$ cat config.mk
export PLATFORM = sky130hd
export DESIGN_NAME = box_filter_3x3_reflect
export DESIGN_NICKNAME = d
export VERILOG_FILES = /design/src/hdl/bf3_pkg.sv /design/src/hdl/bf3_ram.sv /design/src/hdl/bf3_scan.sv /design/src/hdl/bf3_linebuf.sv /design/src/hdl/bf3_mean.sv /design/src/hdl/bf3_outq.sv /design/src/hdl/box_filter_3x3_reflect.sv
export SDC_FILE = /design/constraint.sdc
export NUM_CORES = 2
export LEC_CHECK = 0
export BUFFER_PORTS_ARGS = -buffer_cell sky130_fd_sc_hd__buf_2
export CAP_MARGIN = 40
export CORE_MARGIN = 2
export CORE_UTILIZATION = 40
export CTS_BUF_LIST = sky130_fd_sc_hd__clkbuf_8
export CTS_CLUSTER_DIAMETER = 40
export DETAILED_ROUTE_END_ITERATION = 7
export GPL_TIMING_DRIVEN = 0
export HOLD_SLACK_MARGIN = 0.1
export SLEW_MARGIN = 20
export SYNTH_ARGS = -nofsm -noshare
export SYNTH_HDL_FRONTEND = slang
export SYNTH_MEMORY_MAX_BITS = 65536
export SYNTH_SLANG_ARGS = --single-unit
$ cat constraint.sdc
create_clock -name clk -period 9.8 [get_ports clk]
set_input_delay 2.94 -clock clk [delete_from_list [all_inputs] [get_ports clk]]
set_output_delay 2.94 -clock clk [all_outputs]
set_load 0.05 [all_outputs]
$ cat src/hdl/bf3_pkg.sv
// Shared constants, types and codes of the 3x3 box filter.
package bf3_pkg;

  // Line memory depth: widest supported frame row.
  localparam int MAX_WIDTH  = 256;

  localparam int PIX_W      = 8;
  localparam int COL_W      = $clog2(MAX_WIDTH);
  localparam int FW_REG_W   = 9;
  localparam int FH_REG_W   = 16;
  localparam int WUSE_W     = $clog2(MAX_WIDTH + 1);
  localparam int WCMP_W     = (FW_REG_W > WUSE_W) ? FW_REG_W : WUSE_W;
  localparam int ROW_W      = FH_REG_W + 1;
  localparam int CFG_DATA_W = 16;
  localparam int CFG_IDX_W  = 1;

  // Column sum of three pixels and window sum of three columns.
  localparam int CSUM_W     = PIX_W + 2;
  localparam int WSUM_W     = PIX_W + 4;

  // floor(s / 9) = (s * 7282) >> 16, exact for s below 32768.
  localparam int RECIP9      = 7282;
  localparam int RECIP_W     = 13;
  localparam int RECIP_SHIFT = 16;
  localparam int PROD_W      = WSUM_W + RECIP_W;

  // Result queue in front of the output port.
  localparam int OUTQ_DEPTH = 8;
  localparam int QPTR_W     = $clog2(OUTQ_DEPTH);
  localparam int QCNT_W     = QPTR_W + 1;

  typedef logic [PIX_W-1:0] pix_t;

  // Register indexes of the configuration port.
  typedef enum logic [CFG_IDX_W-1:0] {
    REG_FRAME_WIDTH  = 1'b0,
    REG_FRAME_HEIGHT = 1'b1
  } reg_index_t;

  // Item kinds on the input stream.
  typedef enum logic {
    OP_PIXEL = 1'b0,
    OP_DRAIN = 1'b1
  } op_t;

  // Which column sums make up the window: left, centre, right.
  typedef enum logic [1:0] {
    WIN_BCV = 2'd0,   // interior column
    WIN_VCV = 2'd1,   // left border, column 1 mirrors in for column -1
    WIN_BCB = 2'd2    // right border, column W-2 mirrors in for column W
  } win_mode_t;

  // Item leaving the scan stage towards the line memory.
  typedef struct packed {
    pix_t             px;
    logic [COL_W-1:0] col;
    logic             has_px;
    logic             top_is_px;
    logic             emit;
    logic             last;
    win_mode_t        mode;
  } scan_item_t;

  // Item leaving the line memory stage: the new column sum.
  typedef struct packed {
    logic [CSUM_W-1:0] vsum;
    logic              emit;
    logic              last;
    win_mode_t         mode;
  } col_item_t;

  // Finished result.
  typedef struct packed {
    pix_t pixel;
    logic last;
  } out_item_t;

endpackage

$ cat src/hdl/bf3_ram.sv
// Generic single-write, single-read synchronous RAM with registered read data.
module bf3_ram #(
  parameter int WIDTH  = 8,
  parameter int DEPTH  = 256,
  parameter int ADDR_W = $clog2(DEPTH)
) (
  input  logic              clk,
  input  logic              we,
  input  logic [ADDR_W-1:0] waddr,
  input  logic [WIDTH-1:0]  wdata,
  input  logic              re,
  input  logic [ADDR_W-1:0] raddr,
  output logic [WIDTH-1:0]  rdata
);

  logic [WIDTH-1:0] mem [DEPTH];

  // Write port.
  always_ff @(posedge clk) begin
    if (we) begin
      mem[waddr] <= wdata;
    end
  end

  // Read port, with registered read data.
  always_ff @(posedge clk) begin
    if (re) begin
      rdata <= mem[raddr];
    end
  end

endmodule

$ cat src/hdl/bf3_scan.sv
// Frame position counters, size registers and input item admission.
module bf3_scan (
  input  logic                           clk,
  input  logic                           rst,
  input  logic                           cfg_we,
  input  logic [bf3_pkg::CFG_IDX_W-1:0]  cfg_index,
  input  logic [bf3_pkg::CFG_DATA_W-1:0] cfg_data,
  input  logic                           s_axis_tvalid,
  output logic                           s_axis_tready,
  input  logic [bf3_pkg::PIX_W-1:0]      s_axis_tdata,
  input  logic                           s_axis_tuser,
  input  logic                           space_ok,
  output logic                           rd_en,
  output logic [bf3_pkg::COL_W-1:0]      rd_addr,
  output logic                           s1_valid,
  output bf3_pkg::scan_item_t            s1_item
);
  import bf3_pkg::*;

  logic [FW_REG_W-1:0] frame_width;
  logic [FH_REG_W-1:0] frame_height;

  logic [COL_W-1:0]    in_col, in_col_next;
  logic [ROW_W-1:0]    in_row, in_row_next;
  logic [COL_W-1:0]    out_col, out_col_next;
  logic [FH_REG_W-1:0] out_row, out_row_next;

  logic [WCMP_W-1:0]   fw_ext;
  logic [WCMP_W-1:0]   w_used;
  logic [COL_W-1:0]    w_last;
  logic [FH_REG_W-1:0] h_used;
  logic [FH_REG_W-1:0] h_last;

  logic      accept, has_px, ignore, take, emit, last;
  logic      col_end, out_col_end;
  win_mode_t mode;

  // Frame sizes as used: width clamped to [2, MAX_WIDTH], height to at least 2.
  always_comb begin
    fw_ext = WCMP_W'(frame_width);
    if (fw_ext < WCMP_W'(2)) begin
      w_used = WCMP_W'(2);
    end else if (fw_ext > WCMP_W'(MAX_WIDTH)) begin
      w_used = WCMP_W'(MAX_WIDTH);
    end else begin
      w_used = fw_ext;
    end
    w_last = COL_W'(w_used - WCMP_W'(1));
    h_used = (frame_height < FH_REG_W'(2)) ? FH_REG_W'(2) : frame_height;
    h_last = h_used - FH_REG_W'(1);
  end

  // Admission: a drain item before the frame is complete is dropped unseen.
  assign s_axis_tready = space_ok;
  assign accept        = s_axis_tvalid && s_axis_tready;
  assign has_px        = in_row < ROW_W'(h_used);
  assign ignore        = has_px && (op_t'(s_axis_tuser) == OP_DRAIN);
  assign take          = accept && !ignore;

  // Position decode for the item at hand.
  always_comb begin
    col_end     = (in_col == w_last);
    out_col_end = (out_col == w_last);
    emit        = (in_row > ROW_W'(1)) || ((in_row == ROW_W'(1)) && (in_col != '0));
    last        = (out_row == h_last) && out_col_end;
    if (out_col == '0) begin
      mode = WIN_VCV;
    end else if (out_col_end) begin
      mode = WIN_BCB;
    end else begin
      mode = WIN_BCV;
    end
  end

  // Counter update; a register write or the final result restarts the frame.
  always_comb begin
    in_col_next  = in_col;
    in_row_next  = in_row;
    out_col_next = out_col;
    out_row_next = out_row;
    if (cfg_we) begin
      in_col_next  = '0;
      in_row_next  = '0;
      out_col_next = '0;
      out_row_next = '0;
    end else if (take) begin
      in_col_next = col_end ? '0 : in_col + COL_W'(1);
      in_row_next = col_end ? in_row + ROW_W'(1) : in_row;
      if (emit) begin
        if (last) begin
          in_col_next  = '0;
          in_row_next  = '0;
          out_col_next = '0;
          out_row_next = '0;
        end else begin
          out_col_next = out_col_end ? '0 : out_col + COL_W'(1);
          out_row_next = out_col_end ? out_row + FH_REG_W'(1) : out_row;
        end
      end
    end
  end

  always_ff @(posedge clk) begin
    if (rst) begin
      in_col  <= '0;
      in_row  <= '0;
      out_col <= '0;
      out_row <= '0;
    end else begin
      in_col  <= in_col_next;
      in_row  <= in_row_next;
      out_col <= out_col_next;
      out_row <= out_row_next;
    end
  end

  // Size registers.
  always_ff @(posedge clk) begin
    if (rst) begin
      frame_width  <= FW_REG_W'(256);
      frame_height <= FH_REG_W'(256);
    end else if (cfg_we) begin
      if (cfg_index == REG_FRAME_WIDTH) begin
        frame_width <= cfg_data[FW_REG_W-1:0];
      end else if (cfg_index == REG_FRAME_HEIGHT) begin
        frame_height <= cfg_data[FH_REG_W-1:0];
      end
    end
  end

  // Line memory read of the column now entering: rows r-1 and r-2.
  assign rd_en   = take;
  assign rd_addr = in_col;

  // Stage register towards the line memory stage.
  always_ff @(posedge clk) begin
    if (rst) begin
      s1_valid <= 1'b0;
    end else begin
      s1_valid <= take;
    end
  end

  always_ff @(posedge clk) begin
    if (take) begin
      s1_item.px        <= s_axis_tdata;
      s1_item.col       <= in_col;
      s1_item.has_px    <= has_px;
      s1_item.top_is_px <= (in_row == ROW_W'(1));
      s1_item.emit      <= emit;
      s1_item.last      <= last;
      s1_item.mode      <= mode;
    end
  end

endmodule

$ cat src/hdl/bf3_linebuf.sv
// Two-row line memory with read-modify-write and the column sum it feeds.
module bf3_linebuf (
  input  logic                      clk,
  input  logic                      rst,
  input  logic                      rd_en,
  input  logic [bf3_pkg::COL_W-1:0] rd_addr,
  input  logic                      s1_valid,
  input  bf3_pkg::scan_item_t       s1_item,
  output logic                      s2_valid,
  output bf3_pkg::col_item_t        s2_item
);
  import bf3_pkg::*;

  // Each entry holds one column: the row above in the upper byte,
  // the row two above in the lower byte.
  logic [2*PIX_W-1:0] rdata;
  logic [2*PIX_W-1:0] wdata;
  logic               we;
  pix_t               above, two_above;
  pix_t               top, mid, bot;
  logic [CSUM_W-1:0]  vsum;

  bf3_ram #(
    .WIDTH (2*PIX_W),
    .DEPTH (MAX_WIDTH)
  ) u_ram (
    .clk   (clk),
    .we    (we),
    .waddr (s1_item.col),
    .wdata (wdata),
    .re    (rd_en),
    .raddr (rd_addr),
    .rdata (rdata)
  );

  // Column of three with row mirroring: the first output row takes row 1
  // for row -1, the last takes row H-2 for row H.
  always_comb begin
    above     = rdata[2*PIX_W-1:PIX_W];
    two_above = rdata[PIX_W-1:0];
    top       = s1_item.top_is_px ? s1_item.px : two_above;
    mid       = above;
    bot       = s1_item.has_px ? s1_item.px : two_above;
    vsum      = CSUM_W'(top) + CSUM_W'(mid) + CSUM_W'(bot);
  end

  // Write back: the new pixel becomes the row above, the old one moves down.
  assign we    = s1_valid && s1_item.has_px;
  assign wdata = {s1_item.px, above};

  always_ff @(posedge clk) begin
    if (rst) begin
      s2_valid <= 1'b0;
    end else begin
      s2_valid <= s1_valid;
    end
  end

  always_ff @(posedge clk) begin
    if (s1_valid) begin
      s2_item.vsum <= vsum;
      s2_item.emit <= s1_item.emit;
      s2_item.last <= s1_item.last;
      s2_item.mode <= s1_item.mode;
    end
  end

endmodule

$ cat src/hdl/bf3_mean.sv
// Window sum over three column sums and division by nine.
module bf3_mean (
  input  logic               clk,
  input  logic               rst,
  input  logic               s2_valid,
  input  bf3_pkg::col_item_t s2_item,
  output logic               push,
  output bf3_pkg::out_item_t push_item
);
  import bf3_pkg::*;

  logic [CSUM_W-1:0] bsum, csum;
  logic [CSUM_W-1:0] left, right;
  logic [WSUM_W-1:0] wsum;
  logic [WSUM_W-1:0] s3_sum;
  logic              s3_last;
  logic [PROD_W-1:0] prod;

  // Outer columns of the window, with column mirroring at both borders.
  always_comb begin
    unique case (s2_item.mode)
      WIN_BCV: begin
        left  = bsum;
        right = s2_item.vsum;
      end
      WIN_VCV: begin
        left  = s2_item.vsum;
        right = s2_item.vsum;
      end
      WIN_BCB: begin
        left  = bsum;
        right = bsum;
      end
      default: begin
        left  = bsum;
        right = s2_item.vsum;
      end
    endcase
    wsum = WSUM_W'(left) + WSUM_W'(csum) + WSUM_W'(right);
  end

  // Column sum history: every item moves the window one column on.
  always_ff @(posedge clk) begin
    if (s2_valid) begin
      bsum <= csum;
      csum <= s2_item.vsum;
    end
  end

  // Sum register ahead of the multiplier.
  always_ff @(posedge clk) begin
    if (rst) begin
      push <= 1'b0;
    end else begin
      push <= s2_valid && s2_item.emit;
    end
  end

  always_ff @(posedge clk) begin
    if (s2_valid && s2_item.emit) begin
      s3_sum  <= wsum;
      s3_last <= s2_item.last;
    end
  end

  // Division by nine as a multiplication by its scaled reciprocal.
  assign prod            = PROD_W'(s3_sum) * PROD_W'(RECIP9);
  assign push_item.pixel = prod[RECIP_SHIFT +: PIX_W];
  assign push_item.last  = s3_last;

endmodule

$ cat src/hdl/bf3_outq.sv
// Result queue in front of the output port, with input admission credit.
module bf3_outq (
  input  logic                      clk,
  input  logic                      rst,
  input  logic                      push,
  input  bf3_pkg::out_item_t        push_item,
  input  logic [1:0]                inflight,
  output logic                      space_ok,
  output logic                      m_axis_tvalid,
  input  logic                      m_axis_tready,
  output logic [bf3_pkg::PIX_W-1:0] m_axis_tdata,
  output logic                      m_axis_tlast
);
  import bf3_pkg::*;

  out_item_t         slots [OUTQ_DEPTH];
  logic [QPTR_W-1:0] wr_ptr, rd_ptr;
  logic [QCNT_W-1:0] count, count_next;
  logic              pop;

  assign pop = m_axis_tvalid && m_axis_tready;

  // Occupancy.
  always_comb begin
    count_next = count;
    if (push && !pop) begin
      count_next = count + QCNT_W'(1);
    end else if (pop && !push) begin
      count_next = count - QCNT_W'(1);
    end
  end

  always_ff @(posedge clk) begin
    if (rst) begin
      wr_ptr <= '0;
      rd_ptr <= '0;
      count  <= '0;
    end else begin
      count <= count_next;
      if (push) begin
        wr_ptr <= wr_ptr + QPTR_W'(1);
      end
      if (pop) begin
        rd_ptr <= rd_ptr + QPTR_W'(1);
      end
    end
  end

  always_ff @(posedge clk) begin
    if (push) begin
      slots[wr_ptr] <= push_item;
    end
  end

  // A new item is admitted only while every item in flight has a slot.
  assign space_ok = (count + QCNT_W'(inflight)) < QCNT_W'(OUTQ_DEPTH);

  assign m_axis_tvalid = (count != '0);
  assign m_axis_tdata  = slots[rd_ptr].pixel;
  assign m_axis_tlast  = slots[rd_ptr].last;

endmodule

$ cat src/hdl/box_filter_3x3_reflect.sv
// Throughput: one item per clock while the queue has room, set by the single line memory RMW.
// An accepted item's result passes the s1, s2 and sum registers, then the result queue.
// Output pixel n of a frame is caused by input item n+W+1; W+1 drain items flush the frame.
// Reset (rst, synchronous): counters and queue cleared, frame size back to 256 x 256.
// The line memory is not cleared; stale entries read early in a frame never reach a result.
module box_filter_3x3_reflect (
  input  logic                           clk,
  input  logic                           rst,
  input  logic                           cfg_we,
  input  logic [bf3_pkg::CFG_IDX_W-1:0]  cfg_index,
  input  logic [bf3_pkg::CFG_DATA_W-1:0] cfg_data,
  input  logic                           s_axis_tvalid,
  output logic                           s_axis_tready,
  input  logic [bf3_pkg::PIX_W-1:0]      s_axis_tdata,   // [7:0] pixel_in
  input  logic                           s_axis_tuser,   // [0] op
  output logic                           m_axis_tvalid,
  input  logic                           m_axis_tready,
  output logic [bf3_pkg::PIX_W-1:0]      m_axis_tdata,   // [7:0] pixel_out
  output logic                           m_axis_tlast    // frame_last
);
  import bf3_pkg::*;

  logic             space_ok;
  logic             rd_en;
  logic [COL_W-1:0] rd_addr;
  logic             s1_valid;
  scan_item_t       s1_item;
  logic             s2_valid;
  col_item_t        s2_item;
  logic             push;
  out_item_t        push_item;
  logic [1:0]       inflight;

  // Items inside the pipeline that may still claim a queue slot.
  assign inflight = 2'(s1_valid) + 2'(s2_valid) + 2'(push);

  bf3_scan u_scan (
    .clk           (clk),
    .rst           (rst),
    .cfg_we        (cfg_we),
    .cfg_index     (cfg_index),
    .cfg_data      (cfg_data),
    .s_axis_tvalid (s_axis_tvalid),
    .s_axis_tready (s_axis_tready),
    .s_axis_tdata  (s_axis_tdata),
    .s_axis_tuser  (s_axis_tuser),
    .space_ok      (space_ok),
    .rd_en         (rd_en),
    .rd_addr       (rd_addr),
    .s1_valid      (s1_valid),
    .s1_item       (s1_item)
  );

  bf3_linebuf u_linebuf (
    .clk      (clk),
    .rst      (rst),
    .rd_en    (rd_en),
    .rd_addr  (rd_addr),
    .s1_valid (s1_valid),
    .s1_item  (s1_item),
    .s2_valid (s2_valid),
    .s2_item  (s2_item)
  );

  bf3_mean u_mean (
    .clk       (clk),
    .rst       (rst),
    .s2_valid  (s2_valid),
    .s2_item   (s2_item),
    .push      (push),
    .push_item (push_item)
  );

  bf3_outq u_outq (
    .clk           (clk),
    .rst           (rst),
    .push          (push),
    .push_item     (push_item),
    .inflight      (inflight),
    .space_ok      (space_ok),
    .m_axis_tvalid (m_axis_tvalid),
    .m_axis_tready (m_axis_tready),
    .m_axis_tdata  (m_axis_tdata),
    .m_axis_tlast  (m_axis_tlast)
  );

endmodule

Word level (Yosys, flattened, before mapping). Memories as Yosys holds them, arrays and structs flattened. A register that Yosys moved wholly into a read port is not among the register bits. Cells that the tools add are included.

$lt $le $gt $ge: 6. Mux-type cells: 26. Bitwise gates (word level): 1. Eq/ne operators: 6. Reductions and logical operators: 24. Add/sub/neg operators: 17. Multipliers: 1.

Operator list (count): two-way mux 8 bit (9); two-way mux 17 bit (3); two-way mux 16 bit (3); multiplier 12 x 12 -> 23 bit, second input constant (1); two-way mux 10 bit (2); adder 17 x 1 -> 17 bit, second input constant (1); == test 17 x 1 -> 1 bit, second input constant (1); greater-than comparator 17 x 1 -> 1 bit, second input constant (1); less-than comparator 17 x 16 -> 1 bit (1); adder 16 x 1 -> 16 bit, second input constant (1); adder 8 x 1 -> 8 bit, second input constant (2); == test 16 bit (1); == test 8 bit (2); less-than comparator 16 x 2 -> 1 bit, second input constant (1); subtractor 16 x 1 -> 16 bit, second input constant (1); adder 12 x 10 -> 12 bit (1); adder 10 x 10 -> 11 bit (1); adder 10 x 8 -> 10 bit (1); logical AND 1 bit (10); adder 8 x 8 -> 9 bit (1); greater-than comparator 9 bit, second input constant (1); less-than comparator 9 x 2 -> 1 bit, second input constant (1); logical NOT 8 bit (1); two-way mux 4 bit (2); other kinds (22) (32).

Bits in registers: 156. Memories kept: 2. Output and inout bits: 11. Word-level logic and storage cells: 110. Memory bits (writable): 4168. Bits of input ports: 31.

Memories: u_linebuf.u_ram.mem (depth 256, width 16, read ports 1, clocked after memory_dff 1, wr ports 1, line bf3_ram.sv:16) `logic [WIDTH-1:0] mem [DEPTH];`; u_outq.slots (depth 8, width 9, read ports 1, clocked after memory_dff 1, wr ports 1, line bf3_outq.sv:16) `out_item_t slots [OUTQ_DEPTH];`.

Logic depth before layout (Yosys ltp).
Word-level depth: 8. Depth in mapped cells: 19. Gate-level depth less buffers: 19.

Modules after synthesis. A second synthesis with hierarchy kept.

Cell total of the unflattened synthesis: 8732. Area, all modules: 173485.1 sq um.

Modules (own cells, without submodules): bf3_ram (area each 158874.9 sq um, instances 1, cells an instance 7360, sequential area each 123478.4 sq um); bf3_scan (area each 5950.7 sq um, instances 1, cells an instance 727, sequential area each 2162.1 sq um); bf3_mean (area each 4086.4 sq um, instances 1, cells an instance 382, sequential area each 1011.0 sq um); bf3_outq (area each 3427.0 sq um, instances 1, cells an instance 177, sequential area each 2422.3 sq um); bf3_linebuf (area each 1126.1 sq um, instances 1, cells an instance 85, sequential area each 440.4 sq um); box_filter_3x3_reflect (area each 20.0 sq um, instances 1, cells an instance 1, sequential area each 0.0 sq um).

Worst setup path after synthesis. Ideal clock, no wire load.

Kind: register -> register. From: register u_scan.s1_item[14] (netlist name). To: register u_linebuf.s2_item[13] (netlist name). Data required time: 9537 ps. Arrival: 5850 ps. Path slack: 3687 ps. Buffers on the path: 0. Cell stages (with the launch flop): 13. Path through: edfxtp_1 -> mux2_2 -> ha_1 -> fa_1 -> ha_1 -> a21o_1 -> a21oi_1 -> o21bai_1 -> a21oi_1 -> nor2b_1 -> o21a_1 -> o21ai_0 -> a21oi_1.

Word-level cells in the longest chain between the ends: 3. Elaborated cells between the ends (all ways): 4. Those cells by class: add/sub: 2; mux: 2.

Ends and longest elaborated chain: two-way mux 8 bit (line bf3_linebuf.sv:41) `top = s1_item.top_is_px ? s1_item.px : two_above;`; adder 8 x 8 -> 9 bit (line bf3_linebuf.sv:44) `vsum = CSUM_W'(top) + CSUM_W'(mid) + CSUM_W'(bot);`; adder 10 x 8 -> 10 bit * (line bf3_linebuf.sv:44); net u_linebuf.vsum[9] (line bf3_linebuf.sv:21) `logic [CSUM_W-1:0] vsum;`.

Mark *: on every way through the listed nets, which the timed path passes. The rest lies on a longest branch. A chain may end at the register's enable or synchronous reset.

==> flow_summary.json <==
{
  "max_freq_mhz": 153,
  "cts_inserted_buffers": 685,
  "fin_area_um2": 200000,
  "reg2reg_slack_ns": 3.41,
  "ir_drop_mv": 0.145,
  "placed_area_um2": 188000,
  "ys_async_sr_fraction": 0,
  "clock_skew_ns": 0.0808,
  "ioPinCount": 42,
  "dieWidth_um": 657,
  "violations": "design-rule violations",
  "grt_pass1_vias": 87300,
  "cts_tree": "done",
  "timing.rr.start": "u_scan.rd_addr[1]",
  "critPathKind": "register to primary output",
  "finalCritPeriodShare": 0.667,
  "cts_htree_levels": 6,
  "areaGrowthSynthToFinish_pct": 17.1,
  "hpwl_um": 356000,
  "syn_avg_cell_area_um2": 22.8,
  "gp_congestion": 0.917,
  "cts_hold_buf": 0,
  "status": "complete, but fails checks",
  "slew-limit-headroom": 0.195,
  "cts.repair.resized": 0,
  "hold_class": "register to register",
  "rows": 239,
  "synth_cells": 7476,
  "vias": 87600,
  "final_net_count": 8918,
  "synth-edff-count": 4253,
  "yosys_most_used_dff": "edfxtp_1",
  "grt-ovfl-total": 0,
  "yosysWarnings": 0,
  "worstPathMaxFanout": 8,
  "die_area_um2": 432000,
  "syn_area_um2": 171000,
  "worst_slew_pin_slew_ns": 1.21,
  "r2r_cells": 9,
  "nFillCells": 34400,
  "ys_seq_elements": 4343,
  "cp_data_required_time_ns": 6.86,
  "cts-root-buf": "clkbuf_8",
  "synth_fp_nets": 7674,
  "critPathCaptureType": "primary output",
  "drt_iter0_drc": 12500,
  "cts.clk_slew.worst_paths_ns": 0.06,
  "powerDensity_nw_per_um2": 190,
  "synth_top_area_cell": "edfxtp_1",
  "grt_max_degree": 33,
  "core_um2": 424000,
  "period_needed_ns": 6.54,
  "register_area_um2": 130000,
  "hold-path-cell-count": 0,
  "multiInputGateArea_um2": 40800,
  "numClockSinks": 4343,
  "fin_util": 0.472,
  "antenna_found_initial": 32,
  "max_cap_viol_count": 0,
  "drt-pass1-iter-count": 8,
  "portBuffers": 41,
  "clockBufferDepth": 4,
  "rsz0062_at_grt": "false",
  "leakage_nw": 61.7,
  "cp-start-kind": "register",
  "report.final.slew_viol_count": 0,
  "finalSetupViolCount": 0,
  "grt_first_pass_wirelength_um": 693000,
  "drt-wirelength-per-cell_um": 33.8,
  "ant_nets": 0,
  "post_cts_buffers": 0,
  "yosys.cell_count.top_type": "edfxtp_1",
  "synth_cell_type_count": 80,
  "grt.total_usage": 0.230,
  "yosys-top-cells-count": "4253 x edfxtp_1, 1361 x mux4_2, 347 x nor2_1",
  "vias_per_cell": 5.88,
  "arrival_ns": 3.60,
  "yosys-top-cells-area": "edfxtp_1 75%, mux4_2 18%, dfxtp_1 1.1%",
  "start_util": 0.403,
  "die_h_um": 657,
  "drc_errors": 1,
  "worstHoldStart": "u_linebuf.s2_item[2]",
  "ys_seq_area_frac": 0.758,
  "hold_path_end": "u_mean.s3_last",
  "drive_gt1_frac": 0.350,
  "fin_tns_setup_ns": 0,
  "r2r_end": "u_linebuf.u_ram.rdata[3]",
  "drt_wl_total_um": 503000,
  "synth.top_cell.area_share": 0.748,
  "clk_latency_ns": 1.26,
  "timing_hold_violations_final": 0
}
-- kinds of logic after synthesis --
group / count (synthesis) / share of synthesized area
flops: 4343 / 0.758
buf+inv: 499 / 0.0110
simple gates: 725 / 0.0198
mux: 1419 / 0.183
xor+xnor: 101 / 0.00518
fa+ha+maj: 167 / 0.0138
compound gates: 222 / 0.00871
-- stage by stage --
step | cells | power [mW] | hold slack (ns) | worst slack (ns)
2_1_floorplan | 7476 | 22.9 | 0.400 | 3.69
3_3_place_gp | 13200 | 23.9 | 0.404 | -0.619
6_report | 14900 | 38.1 | 0.420 | 3.26
3_5_place_dp | 13700 | 24.1 | 0.405 | 3.77
5_1_grt | 14900 | 39.2 | 0.437 | 3.03
4_1_cts | 14900 | 38.2 | 0.415 | 2.80
-- routing by layer --
metal / vias up / global-route usage / wire (µm)
met5: - / 0.000776 / 155
met4: 16 / 0.0904 / 21600
met3: 1048 / 0.0625 / 55600
met2: 5170 / 0.358 / 235000
met1: 47100 / 0.307 / 191000
li1: 34300 / - / -
-- worst max path at each step --
| stage | from | to | slack, ns | cells after the start |
|---|---|---|---|---|
| floorplan | u_scan.s1_item[14] | u_linebuf.s2_item[13] | 3.69 | 12 |
| global placement | u_scan.s1_item[14] | u_linebuf.s2_item[13] | -0.62 | 12 |
| detailed placement | s_axis_tvalid | u_scan.in_row[13] | 3.77 | 12 |
| CTS | register | m_axis_tdata[2] | 2.80 | 6 |
| global route | register | m_axis_tdata[2] | 3.03 | 7 |
| finish | register | m_axis_tdata[2] | 3.26 | 7 |
-- state kept, by name, summed over array words and instances (netlist names), 9 cells and up, named ones only --
register / cells
u_linebuf.s2_item: 14
u_linebuf.u_ram.mem: 4096
u_linebuf.u_ram.rdata: 16
u_mean.bsum: 10
u_mean.csum: 10
u_mean.s3_sum: 12
u_outq.slots: 72
u_scan.frame_height: 16
u_scan.frame_width: 9
u_scan.in_row: 17
u_scan.out_row: 16
u_scan.s1_item: 22
-- where the power goes --
group	switching [mW]	internal, mW	total [mW]
clock	7.21	7.14	14.4
sequential	0.0728	20.8	20.9
combinational	1.76	1.09	2.85
total	9.04	29.0	38.1
-- layout make-up --
cell class                 instances  share of cell area
sequential                      4343               0.647
clock inverter                   479              0.0137
buffer                           398             0.00859
timing repair buffer             557              0.0409
antenna                           12            0.000150
clock buffer                     699              0.0481
multi-input combinational       2634               0.204
inverter                         101             0.00189
tap                             5663              0.0354
-- worst max-delay path: stages, from the launching register on --
cell	delay (ns)
dfxtp_1	0.31
clkbuf_1	0.16
buf_6	0.19
clkbuf_1	0.44
buf_6	0.22
mux4_2	0.51
mux2_2	0.32
buf_2	0.22
-- placed cells by master (no fill, tap or decap), types with 41 or more instances in the layout --
master,n
buf_2,111
mux2_2,47
dfxtp_1,90
nor2_1,91
xor2_1,41
clkinv_1,146
buf_16,69
buf_6,185
inv_1,316
buf_8,216
buf_1,79
clkinv_2,42
nor2_4,151
edfxtp_1,4253
nor2_2,106
clkbuf_8,699
mux4_2,1361
clkbuf_2,83
nand3_1,58
a21oi_1,79
xnor2_1,60
ha_1,131
nand2_1,137
clkbuf_1,159
No activity file was read; power rests on OpenSTA's default activity.
